--- src/rtl/keypad_press_qualifier_macros.svh ---
// ----------------------------------------------------------------------------
// keypad_press_qualifier_macros.svh
// Assertion helpers shared by the key qualifier RTL.
// ----------------------------------------------------------------------------
`ifndef KEYPAD_PRESS_QUALIFIER_MACROS_SVH
`define KEYPAD_PRESS_QUALIFIER_MACROS_SVH

// Same-cycle implication, checked outside reset.
`define KPQ_ASSERT_NOW(lbl, ante, cons, msg) \
  lbl: assert property (@(posedge clk) disable iff (!rst_n) (ante) |-> (cons)) else $error(msg);

// Next-cycle implication, checked outside reset.
`define KPQ_ASSERT_NEXT(lbl, ante, cons, msg) \
  lbl: assert property (@(posedge clk) disable iff (!rst_n) (ante) |=> (cons)) else $error(msg);

`endif

--- src/rtl/kpq_pkg.sv ---
// ----------------------------------------------------------------------------
// kpq_pkg
// Shared types, constants and helpers of the key press qualifier.
// ----------------------------------------------------------------------------
package kpq_pkg;

  localparam int TICK_W    = 16;                   // internal tick arithmetic width
  localparam int NOW_W     = 16;                   // now_tick field width
  localparam int CFG_W     = 16;                   // register width
  localparam int CMP_W     = (TICK_W > CFG_W) ? TICK_W : CFG_W;
  localparam int NIB_CNT   = (TICK_W + 3) / 4;
  localparam int PAD_W     = NIB_CNT * 4;
  localparam int KEY_CNT   = 6;
  localparam int LEVEL_W   = 7;
  localparam int LEARN_BIT = 6;
  localparam int EVENT_W   = 4;
  localparam int IDX_W     = 2;

  localparam logic [EVENT_W-1:0] EV_NONE       = 4'd0;
  localparam logic [EVENT_W-1:0] EV_SET_L      = 4'd1;
  localparam logic [EVENT_W-1:0] EV_SET_L_LONG = 4'd2;
  localparam logic [EVENT_W-1:0] EV_UP_R       = 4'd3;
  localparam logic [EVENT_W-1:0] EV_DOWN_R     = 4'd4;
  localparam logic [EVENT_W-1:0] EV_SET_R      = 4'd5;
  localparam logic [EVENT_W-1:0] EV_UP_L       = 4'd6;
  localparam logic [EVENT_W-1:0] EV_DOWN_L     = 4'd7;
  localparam logic [EVENT_W-1:0] EV_LEARN      = 4'd8;

  typedef enum logic [IDX_W-1:0] {
    REG_DEBOUNCE = 2'd0,
    REG_LONG     = 2'd1,
    REG_REPEAT   = 2'd2
  } reg_idx_t;

  typedef enum logic [1:0] {
    PH_IDLE    = 2'd0,
    PH_PRESSED = 2'd1,
    PH_SECOND  = 2'd2,
    PH_REPEAT  = 2'd3
  } phase_t;

  typedef enum logic [1:0] {
    KIND_SET_LONG,
    KIND_SET,
    KIND_UPDOWN
  } key_kind_t;

  typedef struct packed {
    logic [CFG_W-1:0] debounce;
    logic [CFG_W-1:0] long_press;
    logic [CFG_W-1:0] repeat_delay;
  } cfg_t;

  typedef struct packed {
    logic fire;       // key gives an event on this poll
    logic long_evt;   // the event is the long-press one
    logic repeating;  // key sits in auto-repeat after this poll
  } key_stat_t;

  function automatic key_kind_t key_kind(input int k);
    key_kind_t kd;
    if (k == 0) kd = KIND_SET_LONG;
    else if (k == 3) kd = KIND_SET;
    else kd = KIND_UPDOWN;
    return kd;
  endfunction

  function automatic logic [EVENT_W-1:0] key_code(input int k);
    logic [EVENT_W-1:0] c;
    unique case (k)
      0:       c = EV_SET_L;
      1:       c = EV_UP_R;
      2:       c = EV_DOWN_R;
      3:       c = EV_SET_R;
      4:       c = EV_UP_L;
      5:       c = EV_DOWN_L;
      default: c = EV_NONE;
    endcase
    return c;
  endfunction

  // 16 == 1 mod 5, so the nibble sum keeps the residue; fold twice, then
  // match the three values below 16 that leave 4.
  function automatic logic rep_hit(input logic [TICK_W-1:0] el);
    logic [PAD_W-1:0] p;
    logic [6:0]       s1;
    logic [4:0]       s2;
    logic [4:0]       s3;
    p  = PAD_W'(el);
    s1 = '0;
    for (int i = 0; i < NIB_CNT; i++) begin
      s1 = s1 + 7'(p[4*i +: 4]);
    end
    s2 = 5'(s1[6:4]) + 5'(s1[3:0]);
    s3 = 5'(s2[4]) + 5'(s2[3:0]);
    return (s3 == 5'd4) || (s3 == 5'd9) || (s3 == 5'd14);
  endfunction

endpackage

--- src/rtl/kpq_cfg_regs.sv ---
// ----------------------------------------------------------------------------
// kpq_cfg_regs
// Threshold registers written through the configuration channel.
// ----------------------------------------------------------------------------
module kpq_cfg_regs
  import kpq_pkg::*;
(
  input  logic             clk,
  input  logic             rst_n,
  input  logic             cfg_valid,
  output logic             cfg_ready,
  input  logic [IDX_W-1:0] cfg_index,
  input  logic [CFG_W-1:0] cfg_data,
  output cfg_t             cfg
);

  cfg_t cfg_r, cfg_nxt;

  assign cfg_ready = 1'b1;
  assign cfg       = cfg_r;

  always_comb begin
    cfg_nxt = cfg_r;
    if (cfg_valid) begin
      unique case (cfg_index)
        REG_DEBOUNCE: cfg_nxt.debounce     = cfg_data;
        REG_LONG:     cfg_nxt.long_press   = cfg_data;
        REG_REPEAT:   cfg_nxt.repeat_delay = cfg_data;
        default:      cfg_nxt = cfg_r;  // unmapped index: drop
      endcase
    end
  end

  always_ff @(posedge clk) begin
    if (!rst_n) begin
      cfg_r.debounce     <= CFG_W'(20);
      cfg_r.long_press   <= CFG_W'(800);
      cfg_r.repeat_delay <= CFG_W'(400);
    end else begin
      cfg_r <= cfg_nxt;
    end
  end

endmodule

--- src/rtl/kpq_key.sv ---
// ----------------------------------------------------------------------------
// kpq_key
// One key's held flag, press start tick and phase machine.
// ----------------------------------------------------------------------------
module kpq_key
  import kpq_pkg::*;
(
  input  logic              clk,
  input  logic              rst_n,
  input  key_kind_t         kind,
  input  cfg_t              cfg,
  input  logic              low,
  input  logic [TICK_W-1:0] now,
  input  logic              commit,
  output key_stat_t         stat
);

  logic              held_r, held_nxt;
  logic [TICK_W-1:0] start_r, start_nxt;
  phase_t            phase_r, phase_nxt;
  logic [TICK_W-1:0] el;
  logic              gt_deb, gt_long, gt_rep;

  assign el      = now - start_r;
  assign gt_deb  = CMP_W'(el) > CMP_W'(cfg.debounce);
  assign gt_long = CMP_W'(el) > CMP_W'(cfg.long_press);
  assign gt_rep  = CMP_W'(el) > CMP_W'(cfg.repeat_delay);

  always_comb begin
    held_nxt      = held_r;
    start_nxt     = start_r;
    phase_nxt     = phase_r;
    stat.fire     = 1'b0;
    stat.long_evt = 1'b0;
    if (!low) begin
      held_nxt  = 1'b0;
      start_nxt = '0;
      phase_nxt = PH_IDLE;
    end else if (!held_r) begin
      held_nxt  = 1'b1;
      start_nxt = now;
      phase_nxt = PH_IDLE;
    end else begin
      unique case (kind)
        KIND_SET_LONG: begin
          if (gt_long && phase_r == PH_PRESSED) begin
            phase_nxt     = PH_SECOND;
            stat.fire     = 1'b1;
            stat.long_evt = 1'b1;
          end else if (gt_deb && phase_r == PH_IDLE) begin
            phase_nxt = PH_PRESSED;
            stat.fire = 1'b1;
          end
        end
        KIND_SET: begin
          if (gt_deb && phase_r == PH_IDLE) begin
            phase_nxt = PH_PRESSED;
            stat.fire = 1'b1;
          end
        end
        KIND_UPDOWN: begin
          if (gt_rep) begin
            if (phase_r == PH_PRESSED) begin
              phase_nxt = PH_SECOND;
              stat.fire = 1'b1;
            end else if (phase_r == PH_SECOND || phase_r == PH_REPEAT) begin
              phase_nxt = PH_REPEAT;
              stat.fire = rep_hit(el);
            end
          end else if (gt_deb && phase_r == PH_IDLE) begin
            phase_nxt = PH_PRESSED;
            stat.fire = 1'b1;
          end
        end
        default: begin
          phase_nxt = phase_r;
        end
      endcase
    end
    stat.repeating = commit ? (phase_nxt == PH_REPEAT) : (phase_r == PH_REPEAT);
  end

  always_ff @(posedge clk) begin
    if (!rst_n) begin
      held_r  <= 1'b0;
      start_r <= '0;
      phase_r <= PH_IDLE;
    end else if (commit) begin
      held_r  <= held_nxt;
      start_r <= start_nxt;
      phase_r <= phase_nxt;
    end
  end

endmodule

--- src/rtl/kpq_scan.sv ---
// ----------------------------------------------------------------------------
// kpq_scan
// Six key machines behind a priority chain, plus the learn key.
// ----------------------------------------------------------------------------
module kpq_scan
  import kpq_pkg::*;
(
  input  logic               clk,
  input  logic               rst_n,
  input  cfg_t               cfg,
  input  logic               step,
  input  logic [LEVEL_W-1:0] levels,
  input  logic [NOW_W-1:0]   now_tick,
  output logic [EVENT_W-1:0] key_event,
  output logic               quiet_repeat
);

  key_stat_t         stat [KEY_CNT];
  logic [KEY_CNT:0]  reach;
  logic [KEY_CNT-1:0] rep_vec;
  logic [TICK_W-1:0] now_t;

  assign now_t    = TICK_W'(now_tick);
  assign reach[0] = 1'b1;

  for (genvar k = 0; k < KEY_CNT; k++) begin : g_key
    assign reach[k+1] = reach[k] & ~stat[k].fire;
    assign rep_vec[k] = stat[k].repeating;

    kpq_key u_key (
      .clk    (clk),
      .rst_n  (rst_n),
      .kind   (key_kind(k)),
      .cfg    (cfg),
      .low    (~levels[k]),
      .now    (now_t),
      .commit (step & reach[k]),
      .stat   (stat[k])
    );
  end

  assign quiet_repeat = |rep_vec;

  // Only one reached key can fire: it is the one that cuts the chain.
  always_comb begin
    key_event = EV_NONE;
    for (int k = 0; k < KEY_CNT; k++) begin
      if (reach[k] && stat[k].fire) begin
        key_event = stat[k].long_evt ? EV_SET_L_LONG : key_code(k);
      end
    end
    if (reach[KEY_CNT] && !levels[LEARN_BIT]) begin
      key_event = EV_LEARN;
    end
  end

endmodule

--- src/rtl/keypad_press_qualifier.sv ---
// ----------------------------------------------------------------------------
// keypad_press_qualifier
// Key debounce, long-press and auto-repeat qualifier for a polled keypad.
// ----------------------------------------------------------------------------
//
//  Channel | Direction | Payload
//  --------+-----------+---------------------------------------------------
//  in_     | sink      | key_levels[6:0], now_tick[22:7] (one poll per beat)
//  out_    | source    | key_event[3:0], quiet_repeat[4] (one result a poll)
//  cfg_    | sink      | cfg_index selects debounce/long/repeat, cfg_data
//
//  One poll per cycle sustained while out_tready stays high; a result
//  passes the input register, then the result register. Key state updates
//  when a poll moves from the input register into the result register.
//  Reset (rst_n low, synchronous) clears all key state, restores thresholds
//  20/800/400 and empties both registers.
//  A stalled out_ side holds the result; in_tready then drops once the input
//  register is also full. cfg_ready is always high.
//
module keypad_press_qualifier
  import kpq_pkg::*;
(
  input  logic             clk,
  input  logic             rst_n,
  // poll input
  input  logic             in_tvalid,
  output logic             in_tready,
  input  logic [23:0]      in_tdata,   // [6:0] key_levels, [22:7] now_tick, [23] zero
  // result output
  output logic             out_tvalid,
  input  logic             out_tready,
  output logic [7:0]       out_tdata,  // [3:0] key_event, [4] quiet_repeat, [7:5] zero
  // register writes
  input  logic             cfg_valid,
  output logic             cfg_ready,
  input  logic [IDX_W-1:0] cfg_index,
  input  logic [CFG_W-1:0] cfg_data
);

  `include "keypad_press_qualifier_macros.svh"

  cfg_t               cfg;

  // input register
  logic               s1_vld_r, s1_vld_nxt;
  logic [LEVEL_W-1:0] s1_levels_r;
  logic [NOW_W-1:0]   s1_now_r;

  // result register
  logic               out_vld_r, out_vld_nxt;
  logic [EVENT_W-1:0] out_event_r;
  logic               out_quiet_r;

  logic               adv;       // result register can take a poll
  logic               step;      // poll commits this cycle
  logic               in_beat;
  logic [EVENT_W-1:0] scan_event;
  logic               scan_quiet;

  assign adv       = !out_vld_r || out_tready;
  assign step      = s1_vld_r && adv;
  assign in_tready = !s1_vld_r || adv;
  assign in_beat   = in_tvalid && in_tready;

  kpq_cfg_regs u_cfg (
    .clk       (clk),
    .rst_n     (rst_n),
    .cfg_valid (cfg_valid),
    .cfg_ready (cfg_ready),
    .cfg_index (cfg_index),
    .cfg_data  (cfg_data),
    .cfg       (cfg)
  );

  kpq_scan u_scan (
    .clk          (clk),
    .rst_n        (rst_n),
    .cfg          (cfg),
    .step         (step),
    .levels       (s1_levels_r),
    .now_tick     (s1_now_r),
    .key_event    (scan_event),
    .quiet_repeat (scan_quiet)
  );

  // Hold the input beat until it commits; refill on the same edge.
  always_comb begin
    s1_vld_nxt = s1_vld_r;
    if (in_beat) begin
      s1_vld_nxt = 1'b1;
    end else if (step) begin
      s1_vld_nxt = 1'b0;
    end
  end

  // Load a result on commit; drop valid once taken.
  always_comb begin
    out_vld_nxt = out_vld_r;
    if (step) begin
      out_vld_nxt = 1'b1;
    end else if (out_tready) begin
      out_vld_nxt = 1'b0;
    end
  end

  always_ff @(posedge clk) begin
    if (!rst_n) begin
      s1_vld_r  <= 1'b0;
      out_vld_r <= 1'b0;
    end else begin
      s1_vld_r  <= s1_vld_nxt;
      out_vld_r <= out_vld_nxt;
    end
  end

  always_ff @(posedge clk) begin
    if (in_beat) begin
      s1_levels_r <= in_tdata[LEVEL_W-1:0];
      s1_now_r    <= in_tdata[LEVEL_W +: NOW_W];
    end
    if (step) begin
      out_event_r <= scan_event;
      out_quiet_r <= scan_quiet;
    end
  end

  assign out_tvalid = out_vld_r;
  assign out_tdata  = {3'b000, out_quiet_r, out_event_r};

  `KPQ_ASSERT_NEXT(a_commit_lands, step, out_vld_r, "committed poll did not reach the result register")
  `KPQ_ASSERT_NOW(a_blocked_no_accept, s1_vld_r && !adv, !in_tready, "beat accepted over a held poll")
  `KPQ_ASSERT_NOW(a_event_range, out_vld_r, out_event_r <= EV_LEARN, "key_event out of range")
  `KPQ_ASSERT_NEXT(a_stall_keeps_poll, s1_vld_r && !adv, s1_vld_r && $stable(s1_now_r), "held poll lost while stalled")

endmodule

--- config.mk ---
export PLATFORM = sky130hd
export DESIGN_NAME = keypad_press_qualifier
export DESIGN_NICKNAME = d
export VERILOG_FILES = /design/src/rtl/kpq_pkg.sv /design/src/rtl/kpq_cfg_regs.sv /design/src/rtl/kpq_key.sv /design/src/rtl/kpq_scan.sv /design/src/rtl/keypad_press_qualifier.sv
export VERILOG_INCLUDE_DIRS = /design/src /design/src/rtl
export SDC_FILE = /design/constraint.sdc
export NUM_CORES = 1
export LEC_CHECK = 0
export BUFFER_PORTS_ARGS = -buffer_cell sky130_fd_sc_hd__buf_2
export CAP_MARGIN = 20
export CORE_ASPECT_RATIO = 0.9
export CORE_UTILIZATION = 50
export CTS_CLUSTER_SIZE = 8
export DETAILED_ROUTE_END_ITERATION = 7
export PLACE_DENSITY = 0.75
export SETUP_SLACK_MARGIN = 0.2
export SYNTH_ARGS = -nofsm -noshare
export SYNTH_HDL_FRONTEND = slang
export SYNTH_SLANG_ARGS = --single-unit
--- constraint.sdc ---
create_clock -name clk -period 11.1 [get_ports clk]
set_input_delay 2.22 -clock clk [delete_from_list [all_inputs] [get_ports clk]]
set_output_delay 2.22 -clock clk [all_outputs]
set_load 0.02 [all_outputs]
==> results.ini <==
[routing]
drt-initial-drc-count = 1369
drc = 0
dr.pass1.iters = 6
drt-total-wl_microns = 51500
viasPerCell = 5.93
ant_nets = 0
post_drt_wl_per_cell_microns = 19.4
via_count = 15700

[logic_synthesis]
synth_area_leaders = ha_1 21%, dfxtp_1 18%, inv_1 5.4%
syn_inst = 2129
yosysTopAreaCellShare_pct = 21.1
ys_seq_area_share_pct = 23.1
synthesis.area_sq_mm = 0.0179
synthTopCellsByCount = 302 x ha_1, 258 x inv_1, 180 x a21oi_1, 178 x nand2_1, 164 x dfxtp_1
ys_warn_count = 0
synthArstFlopShare_pct = 0
synth_edf_count = 28
avgSynthCellArea_sq_um = 8.40
synthFlopType = dfxtp_1
ys_seq_elements = 192
yosysMostFrequentCell = ha_1
synth_top_cell_by_area = ha_1
synth_cell_types = 91

[final_layout]
finish.instance_area_sq_mm = 0.0193
final-seq-area_sq_mm = 0.00412
insertedDiodeCount = 0
nFillCells = 3239
final_core_util_pct = 54.8
num-nets-final = 2561
area_growth_pct = 7.69
finalNonFillerCells = 2652
drive_above_1_share_pct = 7.15
multi_input_area_sq_mm = 0.0125

[grt]
grt_max_degree = 76
grt_pass1_vias = 15000
grt_pass1_wl_microns = 79400
gr-total-overflow = 0
antenna_found_initial = 0
grt_use_total_pct = 27.9

[die]
die_area_sq_mm = 0.0365
fp-row-count = 65
core-area_sq_mm = 0.0351
ios = 58
die_y_microns = 181
initial_utilization_pct = 50.9
die_x_microns = 201

[sta]
slew_headroom_pct = 25.3
slew_violations = 0
fin_crit_ps = 9280
timing.hold.ws_ps = 456
tightest_slew_ps = 1120
tns_ps = 0
setup_slack_ps = 1820
skew_ps = 16.7
setup_violations = 0
fin_crit_sh_pct = 83.6
finalHoldViolations = 0
rsz0062_at_grt = no
fmax_mhz = 108

[cts]
insertion_delay_ps = 460
clock-root-buffer = clkbuf_16
clockBufferDepth = 2
cts_tree = done
post_cts_resized = 0
cts_hold_buffers = 0
htreeDepth = 4
clock_sinks = 192
path_clk_slew_ps = 80
cts_buffers = 17
cts_setup_buffers = 0

[placed_design]
pre_cts_slack_ps = 1970
dp.final_hpwl_microns = 38600
io_buffers = 52
gp_routability_congestion = 0.945
place_area_sq_mm = 0.0186
placedCellCount = 2617

[critical_path]
cp_slowest_cell = or3_1
cp.arrival_ps = 9570
criticalPathCategory = flip-flop to flip-flop
crit_path_end_kind = flip-flop
cp_max_fo = 30
required_ps = 11390
cpMostUsedCell = ha_1
critical-path-max-stage-delay_ps = 800
critPathLaunchType = flip-flop

[power_and_ir_drop]
p_per_area_mw_per_mm2 = 195
total_power_mw = 3.75
leakagePower_nw = 8.09
vdd_drop_max_v = 0.000142

[run_status]
status = finished clean

[min_path]
min_path_type = flip-flop to flip-flop

[job]
drv_cap = 0

[worst max-delay path, delay by kind of cell (launching register included)]
kind | cells | cell delay (ps)
AOI/OAI and AO/OA | 11 | 2320
xor gates and xnor gates | 3 | 910
adders and majority gates | 9 | 2960
buffers and inverters | 3 | 320
DFF | 1 | 450
and+or+nand+nor | 8 | 2160
[cells in the final DEF, fill, tap and decap left out, drive strengths merged, types with 7 or more instances in the layout]
cell       n
ha       302
dfxtp    164
and3      13
o211ai    21
or3       10
xnor2     74
nand3b    51
nor3      33
edfxtp    28
o21ai     76
a21o      48
nand2    179
o21bai    15
nand3     35
a22o      14
nor2b     55
nand4     29
a21oi    182
a21boi    13
a211o      7
clkbuf    17
xor2      22
and4       7
o2111ai    8
nor2     163
o21a      18
mux2i     25
buf       79
fa        42
inv      264
a31oi      8
a22oi     21
a31o       7
a211oi    16
nand2b    34
[state kept, by name (all words and copies together) (netlist names)]
| register | flops |
|---|---|
| s1_vld_r | 1 |
| out_event_r | 4 |
| u_scan.g_key.u_key.start_r | 96 |
| out_quiet_r | 1 |
| u_scan.g_key.u_key.held_r | 6 |
| out_tvalid | 1 |
| s1_now_r | 16 |
| u_cfg.cfg | 48 |
| s1_levels_r | 7 |
| u_scan.g_key.u_key.phase_r | 12 |
[area by class of cell]
| class | instances | area share [%] |
|---|---|---|
| tap | 469 | 3.05 |
| clock buffer | 17 | 2.21 |
| clock inverter | 15 | 0.916 |
| inverter | 258 | 5.04 |
| timing repair buffer | 79 | 2.46 |
| multi-input combinational | 1622 | 64.9 |
| sequential | 192 | 21.4 |
[path summary, 6_finish.rpt]
kind / start / slack [ps] / depth (start not counted) / endpoint
max reg2reg: s1_now_r[0]$_DFFE_PP_ / 1820 / 34 / out_quiet_r$_DFFE_PP_
min: u_scan.g_key[1].u_key.start_r[4]$_SDFFE_PN0P_ / 460 / 2 / u_scan.g_key[1].u_key.start_r[4]$_SDFFE_PN0P_
max: s1_now_r[0]$_DFFE_PP_ / 1820 / 34 / out_quiet_r$_DFFE_PP_
min reg2reg: u_scan.g_key[1].u_key.start_r[4]$_SDFFE_PN0P_ / 460 / 2 / u_scan.g_key[1].u_key.start_r[4]$_SDFFE_PN0P_
[cells by family after synthesis]
logic type | after synthesis | synth area share [%]
AO/OA/AOI/OAI | 508 | 19.0
XOR/XNOR | 99 | 5.16
adder cells (fa/ha/maj) | 344 | 25.8
buffers and inverters | 317 | 7.14
flip-flops | 192 | 23.1
multiplexers | 25 | 1.40
other | 2 | 0.0420
AND/OR/NAND/NOR | 642 | 18.4
[metal layers]
layer | vias to the layer above | global-route usage [%] | share of wire (%)
met2 | 556 | 46.5 | 46
li1 | 7571 | - | -
met3 | 135 | 3.45 | 6.4
met1 | 7462 | 35.2 | 43
met5 | - | 0 | 0
met4 | 0 | 14.7 | 5.3
[where the power goes]
part           switching, mW  total [mW]  internal [mW]
logic                   1.29        2.34           1.05
registers             0.0236       0.758          0.735
clock network          0.310       0.650          0.340
(Power assumes the default switching activity.)
